File: src/rtl/lae_pkg.sv
`default_nettype none

package lae_pkg;

    // Level format is unsigned Q0.LEVEL_BITS; full scale is 2^LEVEL_BITS.
    localparam int LEVEL_BITS  = 16;
    localparam int LENGTH_BITS = 20;

    // The quotient of every ramp division is at most full scale, one bit wider than a level.
    localparam int QUOT_BITS    = LEVEL_BITS + 1;
    localparam int PROD_BITS    = LENGTH_BITS + QUOT_BITS;
    localparam int DIV_CNT_BITS = $clog2(QUOT_BITS);

    localparam logic [QUOT_BITS-1:0] ONE_LEVEL = QUOT_BITS'(1) << LEVEL_BITS;

    // Stream payload widths, padded to whole bytes.
    localparam int IN_FIELD_BITS  = 2 + LEVEL_BITS;
    localparam int OUT_FIELD_BITS = LEVEL_BITS + 3 + 1;
    localparam int IN_DATA_BITS   = ((IN_FIELD_BITS + 7) / 8) * 8;
    localparam int OUT_DATA_BITS  = ((OUT_FIELD_BITS + 7) / 8) * 8;

    typedef logic [2:0] stage_t;

    localparam stage_t ST_ATTACK  = 3'd0;
    localparam stage_t ST_DECAY   = 3'd1;
    localparam stage_t ST_SUSTAIN = 3'd2;
    localparam stage_t ST_RELEASE = 3'd3;
    localparam stage_t ST_END     = 3'd4;

    typedef struct packed {
        logic                   enabled;
        logic [LENGTH_BITS-1:0] attack_len;
        logic [LENGTH_BITS-1:0] decay_len;
        logic [LENGTH_BITS-1:0] release_len;
    } cfg_t;

    typedef struct packed {
        logic load;
        logic mul;
        logic div_step;
        logic commit;
    } cmd_t;

    typedef struct packed {
        logic need_div;
    } status_t;

endpackage

`default_nettype wire

File: src/rtl/lae_ctrl.sv
`default_nettype none

module lae_ctrl
    import lae_pkg::*;
(
    input  wire logic    clk,
    input  wire logic    rst_n,
    input  wire logic    in_valid,
    output logic         in_ready,
    output logic         out_valid,
    input  wire logic    out_ready,
    input  wire status_t status,
    output cmd_t         cmd
);

    typedef enum logic [1:0] {
        S_IDLE,
        S_EVAL,
        S_DIVIDE,
        S_DELIVER
    } state_t;

    state_t                  state_reg;
    state_t                  state_next;
    logic [DIV_CNT_BITS-1:0] cnt_reg;
    logic [DIV_CNT_BITS-1:0] cnt_next;
    logic                    out_valid_reg;
    logic                    out_valid_next;

    always_comb
    begin
        cmd.load     = (state_reg == S_IDLE) && in_valid;
        cmd.mul      = (state_reg == S_EVAL);
        cmd.div_step = (state_reg == S_DIVIDE);
        cmd.commit   = (state_reg == S_DELIVER) && (!out_valid_reg || out_ready);
    end

    always_comb
    begin
        state_next     = state_reg;
        cnt_next       = cnt_reg;
        out_valid_next = out_valid_reg;
        if (out_ready)
        begin
            out_valid_next = 1'b0;
        end
        case (state_reg)
            S_IDLE:
            begin
                if (in_valid)
                begin
                    state_next = S_EVAL;
                end
            end
            S_EVAL:
            begin
                cnt_next   = '0;
                state_next = status.need_div ? S_DIVIDE : S_DELIVER;
            end
            S_DIVIDE:
            begin
                cnt_next = cnt_reg + 1'b1;
                if (cnt_reg == DIV_CNT_BITS'(QUOT_BITS - 1))
                begin
                    state_next = S_DELIVER;
                end
            end
            S_DELIVER:
            begin
                if (cmd.commit)
                begin
                    out_valid_next = 1'b1;
                    state_next     = S_IDLE;
                end
            end
            default:
            begin
                state_next = S_IDLE;
            end
        endcase
    end

    always_ff @(posedge clk or negedge rst_n)
    begin
        if (!rst_n)
        begin
            state_reg     <= S_IDLE;
            cnt_reg       <= '0;
            out_valid_reg <= 1'b0;
        end
        else
        begin
            state_reg     <= state_next;
            cnt_reg       <= cnt_next;
            out_valid_reg <= out_valid_next;
        end
    end

    assign in_ready  = (state_reg == S_IDLE);
    assign out_valid = out_valid_reg;

endmodule

`default_nettype wire

File: src/rtl/lae_dp.sv
`default_nettype none

module lae_dp
    import lae_pkg::*;
(
    input  wire logic                  clk,
    input  wire logic                  rst_n,
    input  wire cfg_t                  cfg,
    input  wire cmd_t                  cmd,
    output status_t                    status,
    input  wire logic                  retrigger,
    input  wire logic                  release_now,
    input  wire logic [LEVEL_BITS-1:0] sustain_level,
    output logic [LEVEL_BITS-1:0]      level,
    output stage_t                     stage,
    output logic                       finished
);

    // Clamp a quotient of up to full scale into the level range.
    function automatic logic [LEVEL_BITS-1:0] sat_level(input logic [QUOT_BITS-1:0] v);
        sat_level = v[LEVEL_BITS] ? '1 : v[LEVEL_BITS-1:0];
    endfunction

    // Latched input item.
    logic                   retrig_reg;
    logic                   rel_reg;
    logic [LEVEL_BITS-1:0]  sus_reg;

    // Envelope state.
    stage_t                 stage_reg;
    stage_t                 stage_next;
    logic [LENGTH_BITS-1:0] pos_reg;
    logic [LENGTH_BITS-1:0] pos_next;
    logic [LEVEL_BITS-1:0]  held_reg;
    logic [LEVEL_BITS-1:0]  held_next;
    logic                   done_reg;
    logic                   done_next;

    // Multiplier result doubles as the divider's remainder and quotient shift register.
    logic [LENGTH_BITS-1:0] rem_reg;
    logic [QUOT_BITS-1:0]   quo_reg;

    // Output register.
    logic [LEVEL_BITS-1:0]  level_reg;
    logic [LEVEL_BITS-1:0]  level_next;
    stage_t                 ostage_reg;
    stage_t                 ostage_next;
    logic                   fin_reg;
    logic                   fin_next;

    // Working view of the state after retrigger, release request and clamping.
    stage_t                 st_a;
    stage_t                 st_b;
    logic [LENGTH_BITS-1:0] pos_a;
    logic [LENGTH_BITS-1:0] pos_b;
    logic [LENGTH_BITS-1:0] pos_c;
    logic [LENGTH_BITS-1:0] pos_inc;
    logic [LEVEL_BITS-1:0]  held_a;
    logic                   done_a;
    logic                   is_end;
    logic [LENGTH_BITS-1:0] len;
    logic [LENGTH_BITS-1:0] op_a;
    logic [QUOT_BITS-1:0]   op_b;
    logic [PROD_BITS-1:0]   product;
    logic [LENGTH_BITS:0]   rem_sh;
    logic                   rem_ge;
    logic [LEVEL_BITS-1:0]  ramp_level;

    always_comb
    begin
        st_a   = retrig_reg ? ST_ATTACK : stage_reg;
        pos_a  = retrig_reg ? '0 : pos_reg;
        held_a = retrig_reg ? '0 : held_reg;
        done_a = retrig_reg ? 1'b0 : done_reg;
        is_end = (st_a > ST_RELEASE);
        st_b   = rel_reg ? ST_RELEASE : st_a;
        pos_b  = rel_reg ? '0 : pos_a;
        case (st_b)
            ST_ATTACK: len = cfg.attack_len;
            ST_DECAY:  len = cfg.decay_len;
            default:   len = cfg.release_len;
        endcase
        pos_c   = (pos_b > len) ? len : pos_b;
        pos_inc = pos_c + 1'b1;
    end

    always_comb
    begin
        op_a = (st_b == ST_RELEASE) ? (len - pos_c) : pos_c;
        case (st_b)
            ST_ATTACK: op_b = ONE_LEVEL;
            ST_DECAY:  op_b = ONE_LEVEL - QUOT_BITS'(sus_reg);
            default:   op_b = QUOT_BITS'(held_a);
        endcase
        product = PROD_BITS'(op_a) * PROD_BITS'(op_b);
    end

    assign status.need_div = cfg.enabled && !is_end && (st_b != ST_SUSTAIN) && (len != '0);

    // One restoring division step per cycle; the initial remainder is always below len.
    always_comb
    begin
        rem_sh = {rem_reg, quo_reg[QUOT_BITS-1]};
        rem_ge = (rem_sh >= {1'b0, len});
    end

    always_comb
    begin
        case (st_b)
            ST_ATTACK: ramp_level = sat_level(quo_reg);
            ST_DECAY:  ramp_level = sat_level(ONE_LEVEL - quo_reg);
            default:   ramp_level = quo_reg[LEVEL_BITS-1:0];
        endcase
    end

    always_comb
    begin
        stage_next  = stage_reg;
        pos_next    = pos_reg;
        held_next   = held_reg;
        done_next   = done_reg;
        level_next  = '0;
        ostage_next = stage_reg;
        fin_next    = done_reg;
        if (!cfg.enabled)
        begin
            level_next = '0;
        end
        else if (is_end)
        begin
            stage_next  = st_a;
            pos_next    = pos_a;
            held_next   = '0;
            done_next   = 1'b1;
            ostage_next = ST_END;
            fin_next    = 1'b1;
        end
        else if (st_b == ST_SUSTAIN)
        begin
            stage_next  = st_b;
            pos_next    = pos_b;
            held_next   = sus_reg;
            done_next   = done_a;
            level_next  = sus_reg;
            ostage_next = ST_SUSTAIN;
            fin_next    = done_a;
        end
        else
        begin
            if (len == '0)
            begin
                level_next = held_a;
                held_next  = held_a;
            end
            else
            begin
                level_next = ramp_level;
                held_next  = (st_b == ST_RELEASE) ? held_a : ramp_level;
            end
            ostage_next = st_b;
            fin_next    = done_a;
            done_next   = done_a;
            if (pos_inc >= len)
            begin
                pos_next = '0;
                case (st_b)
                    ST_ATTACK: stage_next = ST_DECAY;
                    ST_DECAY:  stage_next = ST_SUSTAIN;
                    default:
                    begin
                        stage_next = ST_END;
                        done_next  = 1'b1;
                    end
                endcase
            end
            else
            begin
                pos_next   = pos_inc;
                stage_next = st_b;
            end
        end
    end

    always_ff @(posedge clk)
    begin
        if (cmd.load)
        begin
            retrig_reg <= retrigger;
            rel_reg    <= release_now;
            sus_reg    <= sustain_level;
        end
        if (cmd.mul)
        begin
            rem_reg <= product[PROD_BITS-1:QUOT_BITS];
            quo_reg <= product[QUOT_BITS-1:0];
        end
        else if (cmd.div_step)
        begin
            rem_reg <= rem_ge ? LENGTH_BITS'(rem_sh - {1'b0, len}) : rem_sh[LENGTH_BITS-1:0];
            quo_reg <= {quo_reg[QUOT_BITS-2:0], rem_ge};
        end
        if (cmd.commit)
        begin
            level_reg  <= level_next;
            ostage_reg <= ostage_next;
            fin_reg    <= fin_next;
        end
    end

    always_ff @(posedge clk or negedge rst_n)
    begin
        if (!rst_n)
        begin
            stage_reg <= ST_ATTACK;
            pos_reg   <= '0;
            held_reg  <= '0;
            done_reg  <= 1'b0;
        end
        else if (cmd.commit)
        begin
            stage_reg <= stage_next;
            pos_reg   <= pos_next;
            held_reg  <= held_next;
            done_reg  <= done_next;
        end
    end

    assign level    = level_reg;
    assign stage    = ostage_reg;
    assign finished = fin_reg;

endmodule

`default_nettype wire

File: src/rtl/linear_adsr_envelope_unit.sv
`default_nettype none

// Linear ADSR envelope generator. Each transaction on the slave stream is one audio
// sample and yields exactly one transaction on the master stream carrying the envelope
// level (unsigned Q0.16), the stage that produced it and the finished flag. Attack ramps
// from zero to full scale, decay falls from full scale to the sustain level, sustain
// follows the sustain input, and release falls linearly from the last held level to zero,
// after which the end stage outputs zero with finished set. Stage lengths are given in
// samples through the configuration channel; a zero length holds the last level for one
// sample. Samples whose level comes from a ramp go from acceptance to the result register
// by latching the sample, a 20x17 multiply, the one-bit-per-cycle restoring divider by
// the stage length, and a write of the result once the output register is free. Disabled,
// end, sustain and zero-length samples skip the divider. A new sample is accepted in the
// cycle after the result is written, even while that result still waits in the output
// register. Configuration writes are taken in any cycle but must only be issued while
// the block is idle.

module linear_adsr_envelope_unit
    import lae_pkg::*;
(
    input  wire logic                     clk,
    input  wire logic                     rst_n,
    input  wire logic                     s_tvalid,
    output logic                          s_tready,
    // Fields from bit 0: retrigger, release_now, sustain_level[15:0], zero padding.
    input  wire logic [IN_DATA_BITS-1:0]  s_tdata,
    output logic                          m_tvalid,
    input  wire logic                     m_tready,
    // Fields from bit 0: level[15:0], stage[2:0], finished, zero padding.
    output logic [OUT_DATA_BITS-1:0]      m_tdata,
    input  wire logic                     cfg_valid,
    output logic                          cfg_ready,
    input  wire logic [1:0]               cfg_index,
    input  wire logic [LENGTH_BITS-1:0]   cfg_data
);

    // Register indexes of the configuration channel.
    localparam logic [1:0] CFG_ENABLED = 2'd0;
    localparam logic [1:0] CFG_ATTACK  = 2'd1;
    localparam logic [1:0] CFG_DECAY   = 2'd2;
    localparam logic [1:0] CFG_RELEASE = 2'd3;

    cfg_t                  cfg_reg;
    cmd_t                  cmd;
    status_t               status;
    logic [LEVEL_BITS-1:0] level;
    stage_t                stage;
    logic                  finished;

    // The configuration registers accept a write in every cycle.
    assign cfg_ready = 1'b1;

    always_ff @(posedge clk or negedge rst_n)
    begin
        if (!rst_n)
        begin
            cfg_reg.enabled     <= 1'b1;
            cfg_reg.attack_len  <= LENGTH_BITS'(1440);
            cfg_reg.decay_len   <= LENGTH_BITS'(4800);
            cfg_reg.release_len <= LENGTH_BITS'(9600);
        end
        else if (cfg_valid)
        begin
            case (cfg_index)
                CFG_ENABLED: cfg_reg.enabled     <= cfg_data[0];
                CFG_ATTACK:  cfg_reg.attack_len  <= cfg_data;
                CFG_DECAY:   cfg_reg.decay_len   <= cfg_data;
                CFG_RELEASE: cfg_reg.release_len <= cfg_data;
                default:     cfg_reg             <= cfg_reg;
            endcase
        end
    end

    // The sequencer owns both handshakes and steps the datapath through each sample.
    lae_ctrl u_ctrl (
        .clk       (clk),
        .rst_n     (rst_n),
        .in_valid  (s_tvalid),
        .in_ready  (s_tready),
        .out_valid (m_tvalid),
        .out_ready (m_tready),
        .status    (status),
        .cmd       (cmd)
    );

    // The datapath holds the envelope state, the multiplier, the divider and the result.
    lae_dp u_dp (
        .clk           (clk),
        .rst_n         (rst_n),
        .cfg           (cfg_reg),
        .cmd           (cmd),
        .status        (status),
        .retrigger     (s_tdata[0]),
        .release_now   (s_tdata[1]),
        .sustain_level (s_tdata[LEVEL_BITS+1:2]),
        .level         (level),
        .stage         (stage),
        .finished      (finished)
    );

    assign m_tdata = OUT_DATA_BITS'({finished, stage, level});

endmodule

`default_nettype wire
File: config.mk
export PLATFORM = sky130hd
export DESIGN_NAME = linear_adsr_envelope_unit
export DESIGN_NICKNAME = d
export VERILOG_FILES = /design/src/rtl/lae_pkg.sv /design/src/rtl/lae_ctrl.sv /design/src/rtl/lae_dp.sv /design/src/rtl/linear_adsr_envelope_unit.sv
export SDC_FILE = /design/constraint.sdc
export NUM_CORES = 1
export LEC_CHECK = 0
export ABC_CLOCK_PERIOD_IN_PS = 14790
export BUFFER_PORTS_ARGS = -buffer_cell sky130_fd_sc_hd__buf_4
export CAP_MARGIN = 20
export CELL_PAD_IN_SITES_DETAIL_PLACEMENT = 1
export CELL_PAD_IN_SITES_GLOBAL_PLACEMENT = 2
export CORE_ASPECT_RATIO = 0.9
export CORE_MARGIN = 2
export CORE_UTILIZATION = 35
export DETAILED_ROUTE_END_ITERATION = 8
export GPL_TIMING_DRIVEN = 0
export PLACE_DENSITY = 0.69
export RECOVER_POWER = 50
export SYNTH_ARGS = -nofsm -noshare
export SYNTH_HDL_FRONTEND = slang
export SYNTH_SLANG_ARGS = --single-unit
File: constraint.sdc
create_clock -name clk -period 14.79 [get_ports clk]
set_input_delay 1.479 -clock clk [delete_from_list [all_inputs] [get_ports clk]]
set_output_delay 1.479 -clock clk [all_outputs]
set_load 0.03 [all_outputs]
---- Word level (Yosys, flattened, before mapping) ----
Index checks and enable logic that the tools add are counted.
storage, ports and cells
  output and inout bits ................... 27
  register bits ........................... 184
  input port bits ......................... 51
operators by class
  reduce and logical (&&, ||, !) cells .... 22
  multiplexer cells ....................... 49
  order comparisons ....................... 4
  add/subtract/negate cells ............... 6
  bitwise logic cells ..................... 1
  multipliers ............................. 1
  equal/unequal tests ..................... 14
operators by type and width
  cell                                                                   count
  20-bit 2-to-1 mux                                                      10
  16-bit 2-to-1 mux                                                      9
  20-bit case mux with 2 select lines                                    1
  20-bit subtractor                                                      2
  20-bit by 17-bit multiplier with 37-bit output                         1
  17-bit 2-to-1 mux                                                      2
  17-bit case mux with 2 select lines                                    1
  16-bit case mux with 2 select lines                                    1
  3-bit 2-to-1 mux                                                       8
  21-bit by 20-bit >= comparator with 1-bit output                       1
  20-bit by 1-bit adder with 20-bit output, second input constant        1
  20-bit >= comparator                                                   1
  20-bit > comparator                                                    1
  20-bit zero test                                                       1
  20-bit nonzero test                                                    1
  17-bit by 16-bit subtractor with 17-bit output, first input constant   1
  17-bit subtractor, first input constant                                1
  1-bit 2-to-1 mux                                                       11
  5-bit case mux with 2 select lines                                     1
  2-bit AND reduction                                                    5
  2-bit equality test, second input constant                             4
  2-bit case mux with 4 select lines                                     1
  3-bit by 2-bit equality test with 1-bit output, second input constant  2
  2-bit 2-to-1 mux                                                       3
  other kinds (18)                                                       27

---- Depth between registers and ports, before layout ----
Gate-level depths: netlist (run 1).
  depth after elaboration ................. 11
  mapped depth ............................ 50

---- Hierarchy ----
Synthesis (run 1) repeated with hierarchy kept, for this count alone.
unflattened totals
  cells, all modules ...................... 2810
  area, all modules ....................... 24451.0 um^2
modules (own cells, without submodules)
  module                     sequential area each (um^2)  area an instance (um^2)  cells each  instances
  lae_dp                     3253.1                       21579.4                  2617        1
  linear_adsr_envelope_unit  1542.7                       2364.8                   140         1
  lae_ctrl                   200.2                        506.7                    53          1

---- Least setup slack after synthesis (run 1) ----
Ideal clock, no wire load.
  path kind ............................... reg-to-reg
  start ................................... register u_dp.retrig_reg
  end ..................................... register u_dp.rem_reg[19] (data pin)
  data required time ...................... 14.521 ns
  buffers on the path ..................... 6
  setup time .............................. 0.269 ns
  slack ................................... 3.537 ns
  cell stages (with the launch flop) ...... 47
  arrival ................................. 10.985 ns
  cells stage by stage .................... edfxtp_1 > nor2b_1 > buf_4 > buf_4 > mux2_1 > mux2i_1 > ha_1 > nand4_1 > or3_1 > a21o_1 > a311o_1 > buf_2 > nand2_2 > buf_4 > o21ai_1 > ha_1 > fa_1 > nor2b_1 > [... 11 more ...] > fa_1 > inv_1 > fa_1 > fa_1 > inv_1 > fa_1 > inv_1 > ha_1 > clkbuf_1 > o21ai_0 > o21bai_1 > a221oi_1 > nand2_1 > o21ai_0 > o211ai_1 > a31oi_1 > xnor2_1 > mux2i_1
on the way
  longest elaborated chain between the ends .. 10
ends and longest elaborated chain
  what                                                                                      RTL line                    source
  from (decl)                                                                               lae_dp.sv:25                logic retrig_reg;
  from (signal assigned)                                                                    lae_dp.sv:188               retrig_reg <= retrigger;
  3-bit 2-to-1 mux                                                                          lae_dp.sv:71                st_a = retrig_reg ? ST_ATTACK : stage_reg;
  3-bit 2-to-1 mux                                                                          lae_dp.sv:76                st_b = rel_reg ? ST_RELEASE : st_a;
  3-bit by 1-bit equality test with 1-bit output / 3-bit zero test (equally long branches)  lae_dp.sv:78, lae_dp.sv:90
  20-bit case mux with 2 select lines                                                       lae_dp.sv:78                case (st_b)
  20-bit > comparator                                                                       lae_dp.sv:83                pos_c = (pos_b > len) ? len : pos_b;
  20-bit 2-to-1 mux                                                                         lae_dp.sv:83
  20-bit subtractor                                                                         lae_dp.sv:89                op_a = (st_b == ST_RELEASE) ? (len - pos_c) : pos_c;
  20-bit 2-to-1 mux                                                                         lae_dp.sv:89
  20-bit by 17-bit multiplier with 37-bit output                                            lae_dp.sv:95                product = PROD_BITS'(op_a) * PROD_BITS'(op_b);
  20-bit 2-to-1 mux *                                                                       lae_dp.sv:192               if (cmd.mul)
  to (signal assigned)                                                                      lae_dp.sv:194               rem_reg <= product[PROD_BITS-1:QUOT_BITS];
  to (signal assigned)                                                                      lae_dp.sv:199               rem_reg <= rem_ge ? LENGTH_BITS'(rem_sh - {1'b0, len}) : rem_sh[LENGTH_BITS-1:0];
  to (decl)                                                                                 lae_dp.sv:40                logic [LENGTH_BITS-1:0] rem_reg;
Every way passes the cells marked *; elsewhere a longest branch is shown, timed or not. The select of a mux whose other input is x is not followed.
A chain may end at the register's enable or synchronous reset.

---- Worst setup path after layout (run 1) ----
  start ................................... register u_dp.stage_reg[2]
  end ..................................... register u_dp.rem_reg[12] (data pin)
on the way
  longest elaborated chain between the ends .. 10
ends and longest elaborated chain
  what                                                                                      RTL line                    source
  from (decl)                                                                               lae_dp.sv:30                stage_t stage_reg;
  from (signal assigned)                                                                    lae_dp.sv:221               stage_reg <= stage_next;
  3-bit 2-to-1 mux *                                                                        lae_dp.sv:71
  3-bit 2-to-1 mux *                                                                        lae_dp.sv:76
  3-bit by 1-bit equality test with 1-bit output / 3-bit zero test (equally long branches)  lae_dp.sv:78, lae_dp.sv:90
  20-bit case mux with 2 select lines                                                       lae_dp.sv:78
  20-bit > comparator                                                                       lae_dp.sv:83
  20-bit 2-to-1 mux                                                                         lae_dp.sv:83
  20-bit subtractor                                                                         lae_dp.sv:89
  20-bit 2-to-1 mux                                                                         lae_dp.sv:89
  20-bit by 17-bit multiplier with 37-bit output                                            lae_dp.sv:95
  20-bit 2-to-1 mux *                                                                       lae_dp.sv:192
Marks and branches as above.

==> results.toml, run 1 <==
[clock_network]
clock_latency_ns = 0.49
cts_made_buffers = 17
htree_levels = 4
cts.sinks = 184
clkTransAtPathRegs_ns = 0.08
cts-hold-fix-buffers = 0
post_cts_buffers = 0
cts_tree = "built"
cts_root_buf = "clkbuf_16"
cts_resized = 3
clk_path_buf_depth = 2

[finish]
layoutNonFillerInstCount = 3813
design_area_um2 = 26800
largest_reg_flops = 61
drive_above_1_share = 0.08914
area_growth_pct = 10.15
fillerInstances = 8042
diodes = 0
nNetsFinal = 3392

[synth]
yosys.area_share.simple = 0.1640
yosys.cell_count.top_type = "inv_1"
synth_mux_area_frac = 0.05380
synthArstFlopShare = 0.5924
ys.flop_type = "dfrtp_1"
yosys_warnings = 0
yosys.area_share.adder = 0.3259
ys_types = 92
synth.cell_area_um2 = 24330
yosys.area.top_type = "fa_1"
yosys.area_share.xor_xnor = 0.03168
avgSynthCellArea_um2 = 8.789
synth-seq-cells = 184
yosysSeqAreaShare = 0.2054
synth_top_family_by_area = "adder cells"
synthCells = 2768
synth_compound_area_frac = 0.1397
synth_edf_count = 75
synth.area.top_cells = "fa_1 (22%), ha_1 (10%), dfrtp_1 (9.9%)"
synth_top_area_frac = 0.2230
ys_top_cells_by_count = "inv_1 (378), nand2_1 (313), fa_1 (271), nor2_1 (266), ha_1 (200)"

[floorplanning]
ios = 78
core_um2 = 68660
floorplan.initialDensity = 0.3543
row_count = 91
die-height_um = 254.1
die_area_um2 = 71640
fp.dieW_um = 281.9

[routing]
postRouteWirelength_um = 92710
wl_per_cell_um = 24.31
vias = 20921
drt_iter0_markers = 1466
drc_errors = 0
first_pass_iters = 6
routed_via_density = 5.487
final_antenna_net_count = 0

[status]
failed_checks = "max-capacitance violations, max-slew violations"
status = "complete, but fails checks"

[sta]
fin_crit_sh = 0.9491
fmax_ghz = 0.07124
finalSetupViolations = 0
finalClockSkew_ns = 0.01927
slew_headroom = -2.582
period_needed_ns = 14.04
tightest_slew_ns = 5.373
slew_violations = 129
hold_viol = 0

[critical_path]
r2r_setup_slack_ns = 0.75
worst-setup-path-type = "reg2reg"
slowest_stage = "o21ai_1"
start_kind = "flip-flop"
timing.rr.start = "u_dp.stage_reg[2]$_DFFE_PN0P_"
cpPeakStageDelay_ns = 0.85
worstSetupEndpointType = "flip-flop"
cp_common_cell = "fa_1"
r2r_cells = 44
crit_arrival_ns = 14.26
crit_fanout = 10
r2r_end = "u_dp.rem_reg[12]$_DFFE_PP_"
critical_path.startpoint = "u_dp.stage_reg[2]$_DFFE_PN0P_"
endpoint = "u_dp.rem_reg[12]$_DFFE_PP_"
required_ns = 15.01

[global_routing]
grt_use_total = 0.2637
grt_pass1_vias = 21948
grt_max_degree = 96
grt_overflow = 0
antenna_found_initial = 1
grt_pass1_wl_um = 139500

[place]
numPortBuffers = 66
dpl_cell_area_um2 = 26140
detailed_place_hpwl_um = 76420
dp.cells = 3780
gp_congestion = 0.9016

[pwr]
power_density_nw_per_um2 = 213.9
leakage_nw = 12.09
vdd_drop_max_mv = 0.2516

[job]
drv_cap = 2

[min_path]
holdCritPathClass = "reg2reg"
cell usage in the layout, fill, tap and decap left out, drive strengths merged, types with 37 or more instances in the layout:
cell type  count
inv          386
nand2        315
fa           271
nor2         267
ha           200
a21oi        142
clkbuf       137
o21ai        131
dfrtp         96
buf           79
mux2          78
edfxtp        75
xnor2         51
nand3         48
nor3          43
mux2i         43
a211oi        40
and2          38
xor2          37
critical path: cells and delay by family (launching register included):
family	cells	cell delay [ns]
buf+inv	8	1.94
simple gates	12	2.82
flops	1	0.46
mux	1	0.12
xor+xnor	2	0.55
fa+ha+maj	9	4.40
compound gates	12	3.43
stage by stage:
stage	setup slack [ns]	total power, mW	TNS, ns	util	hold slack [ns]
floorplan	3.537	3.633	0	-	0.4402
global placement	-0.09302	5.112	-0.1356	0.3787	0.4530
detailed placement	-0.06696	5.210	-0.1696	0.3807	0.4622
CTS	0.05872	5.763	0	0.3898	0.4844
global route	-0.01079	6.256	-0.01784	0.3903	0.5091
finish	0.7523	5.732	0	0.3903	0.4810
logic make-up after synthesis:
logic type | Yosys count
simple gates | 870
compound gates | 533
buf+inv | 499
fa+ha+maj | 471
flops | 184
mux | 121
xor+xnor | 88
other cells | 2
cell type report:
class	count	area, um2	share of cell area
Inverter	381	1430	0.05337
Timing Repair Buffer	82	596.8	0.02227
Clock inverter	14	181.4	0.006770
Multi-Input combinational cell	2088	17490	0.6527
Sequential cell	184	4996	0.1864
Tap cell	930	1164	0.04342
Clock buffer	18	439.2	0.01639
Buffer	116	499.2	0.01863
worst min-delay path by stage:
stage | startpoint | end | slack [ns] | cells past startpoint
3_3_place_gp | u_dp.held_reg[5]$_DFFE_PN0P_ | u_dp.held_reg[5]$_DFFE_PN0P_ | 0.45 | 2
3_5_place_dp | u_dp.held_reg[5]$_DFFE_PN0P_ | u_dp.held_reg[5]$_DFFE_PN0P_ | 0.46 | 2
5_1_grt | u_dp.pos_reg[16]$_DFFE_PN0P_ | u_dp.pos_reg[16]$_DFFE_PN0P_ | 0.51 | 2
2_1_floorplan | u_dp.pos_reg[15]$_DFFE_PN0P_ | u_dp.pos_reg[15]$_DFFE_PN0P_ | 0.44 | 2
6_report | u_dp.held_reg[15]$_DFFE_PN0P_ | u_dp.held_reg[15]$_DFFE_PN0P_ | 0.48 | 2
4_1_cts | u_dp.held_reg[15]$_DFFE_PN0P_ | u_dp.held_reg[15]$_DFFE_PN0P_ | 0.48 | 2
where the power goes:
part | switching (mW) | total, mW | internal, mW | leakage [nW]
clock | 0.253 | 0.501 | 0.248 | 0.296
combinational | 2.86 | 4.33 | 1.47 | 9.72
sequential | 0.126 | 0.905 | 0.779 | 2.07
metal layers:
layer,vias up,track usage,share of wire
li1,9456,-,-
met1,10826,0.3659,0.46
met2,513,0.4215,0.46
met3,126,0.03374,0.048
met4,0,0.09468,0.033
met5,-,0,0
(Power assumes the default switching activity.)
==> run 2, diff against run 1 <==
--- a/config.mk
+++ b/config.mk
@@ -10,7 +10,6 @@
 export CAP_MARGIN = 20
 export CELL_PAD_IN_SITES_DETAIL_PLACEMENT = 1
 export CELL_PAD_IN_SITES_GLOBAL_PLACEMENT = 2
-export CORE_ASPECT_RATIO = 0.9
 export CORE_MARGIN = 2
 export CORE_UTILIZATION = 35
 export DETAILED_ROUTE_END_ITERATION = 8
==> results.toml, run 2 (synthesis gave the netlist of run 1 again) <==
[sta]
slew_headroom = -2.489
slew_violations = 130
period_needed_ns = 13.93
finalSetupViolations = 0
postLayoutSetupSlackWorst_ns = 0.8647
tightest_slew_ns = 5.233
fmax_ghz = 0.07181
fin_crit_sh = 0.9415
hold_viol = 0
whs_ns = 0.4811
rsz0062_at_grt = "no"
finalClockSkew_ns = 0.02005
finalSetupTns_ns = 0

[place]
numPortBuffers = 66
dpl_cell_area_um2 = 26170
gp_congestion = 0.8929
pre_cts_ws_ns = -0.2682
dp.cells = 3784
detailed_place_hpwl_um = 76710

[job]
drv_cap = 2

[routing]
vias = 20998
final_antenna_net_count = 0
wl_per_cell_um = 24.24
first_pass_iters = 8
drt_iter0_markers = 1359
postRouteWirelength_um = 92560
drc_errors = 0
routed_via_density = 5.500

[critical_path]
r2r_setup_slack_ns = 0.86
worstSetupEndpointType = "flip-flop"
slowest_stage = "a311oi_4"
timing.rr.start = "u_dp.rel_reg$_DFFE_PP_"
cpPeakStageDelay_ns = 0.57
r2r_end = "u_dp.rem_reg[16]$_DFFE_PP_"
critPathBufInv = 11
crit_fanout = 10
required_ns = 15.11
start_kind = "flip-flop"
worst-setup-path-type = "reg2reg"
critPathTopFamily = "adder cells"
crit_arrival_ns = 14.24
cp_common_cell = "fa_1"
r2r_cells = 45

[min_path]
holdCritPathClass = "reg2reg"
hold_depth = 2
worstHoldStart = "u_dp.held_reg[7]$_DFFE_PN0P_"
whs_endpoint = "u_dp.held_reg[7]$_DFFE_PN0P_"

[finish]
final_cell_mix = "inv_1 (378), nand2_1 (313), fa_1 (271)"
largest_reg_flops = 61
diodes = 0
layoutNonFillerInstCount = 3818
drive_above_1_share = 0.09041
design_area_um2 = 26840
layout_commonest_cell = "inv_1"
nNetsFinal = 3396
area_growth_pct = 10.32
utilization = 0.3906

[clock_network]
clkTransAtPathRegs_ns = 0.08
htree_levels = 4
cts-hold-fix-buffers = 0
clk_path_buf_depth = 2
clock_latency_ns = 0.50
cts_root_buf = "clkbuf_16"
cts_resized = 2
cts.sinks = 184
cts_tree = "built"
cts_made_buffers = 17
post_cts_buffers = 0

[global_routing]
antenna_found_initial = 0
grt_overflow = 0
grt_pass1_vias = 22309
grt_pass1_wl_um = 141000
grt_max_degree = 94
grt_use_total = 0.2641

[floorplanning]
row_count = 96
fp.dieW_um = 267.6
core_um2 = 68710
floorplan.initialDensity = 0.3541
ios = 78
die_area_um2 = 71630
die-height_um = 267.6

[status]
failed_checks = "max-capacitance violations, max-slew violations"
status = "complete, but fails checks"

[pwr]
combPwrFrac = 0.756
swShare = 0.5632
seqPwrFrac = 0.158
p_sw_mw = 3.207
leakage_nw = 12.12
power_density_nw_per_um2 = 212.2
vdd_drop_max_mv = 0.2148
power_mw = 5.694
clkPwrFrac = 0.086
power.internal_mw = 2.487
==> run 2: changes by cell type in the layout (fill, tap and decap cells not counted), moves of 2 or more <==
cell / delta
o21ai_1: -5
o21ai_2: +4
buf_4: +3
clkinv_8: +3
inv_6: +3
inv_8: -3
a31oi_1: +2
a31oi_2: -2
buf_6: +2
clkinvlp_4: -2
==> run 2: worst max-delay path by stage <==
stage | startpoint | to | slack (ns) | cells past startpoint
floorplan | u_dp.retrig_reg$_DFFE_PP_ | u_dp.rem_reg[19]$_DFFE_PP_ | 3.54 | 46
global placement | u_dp.rel_reg$_DFFE_PP_ | u_dp.rem_reg[19]$_DFFE_PP_ | -0.34 | 44
detailed placement | u_dp.rel_reg$_DFFE_PP_ | u_dp.rem_reg[19]$_DFFE_PP_ | -0.27 | 44
CTS | u_dp.retrig_reg$_DFFE_PP_ | u_dp.rem_reg[19]$_DFFE_PP_ | 0.01 | 45
global route | u_dp.rel_reg$_DFFE_PP_ | u_dp.rem_reg[16]$_DFFE_PP_ | 0.03 | 45
finish | u_dp.rel_reg$_DFFE_PP_ | u_dp.rem_reg[16]$_DFFE_PP_ | 0.86 | 45
==> run 2: worst register-to-register path: cells and delay by family, from the launching register on <==
family / cells / cell delay [ns]
adders and majority gates: 9 / 4.20
buffers and inverters: 11 / 2.73
DFF: 1 / 0.36
AOI/OAI and AO/OA: 13 / 3.55
and+or+nand+nor: 10 / 2.38
xor gates and xnor gates: 1 / 0.12
muxes: 1 / 0.43
==> run 2: cell type report <==
type,instances,area [um2]
Multi-Input combinational cell,2088,17490
Inverter,381,1430
Sequential cell,184,4996
Fill cell,8156,41870
Clock inverter,14,172.7
Timing Repair Buffer,86,634.4
Clock buffer,18,450.4
Tap cell,931,1165
Buffer,116,499.2
==> run 2: power by group through the flow <==
| stage | clock, mW | combinational [mW] | sequential, mW |
|---|---|---|---|
| after floorplan | 0 | 2.74 | 0.893 |
| after global placement | 0 | 4.19 | 0.902 |
| after detailed placement | 0 | 4.28 | 0.902 |
| after CTS | 0.505 | 4.34 | 0.892 |
| after global routing | 0.518 | 4.78 | 0.918 |
| final | 0.491 | 4.30 | 0.899 |
==> run 2: metal layers <==
| metal | share of wire | routed length, um | track usage | vias to the layer above |
|---|---|---|---|---|
| li1 | - | - | - | 9456 |
| met1 | 0.46 | 42960 | 0.3682 | 11011 |
| met2 | 0.48 | 44300 | 0.4414 | 438 |
| met3 | 0.032 | 2925 | 0.01747 | 93 |
| met4 | 0.026 | 2383 | 0.07459 | 0 |
| met5 | 0 | 0 | 0 | - |
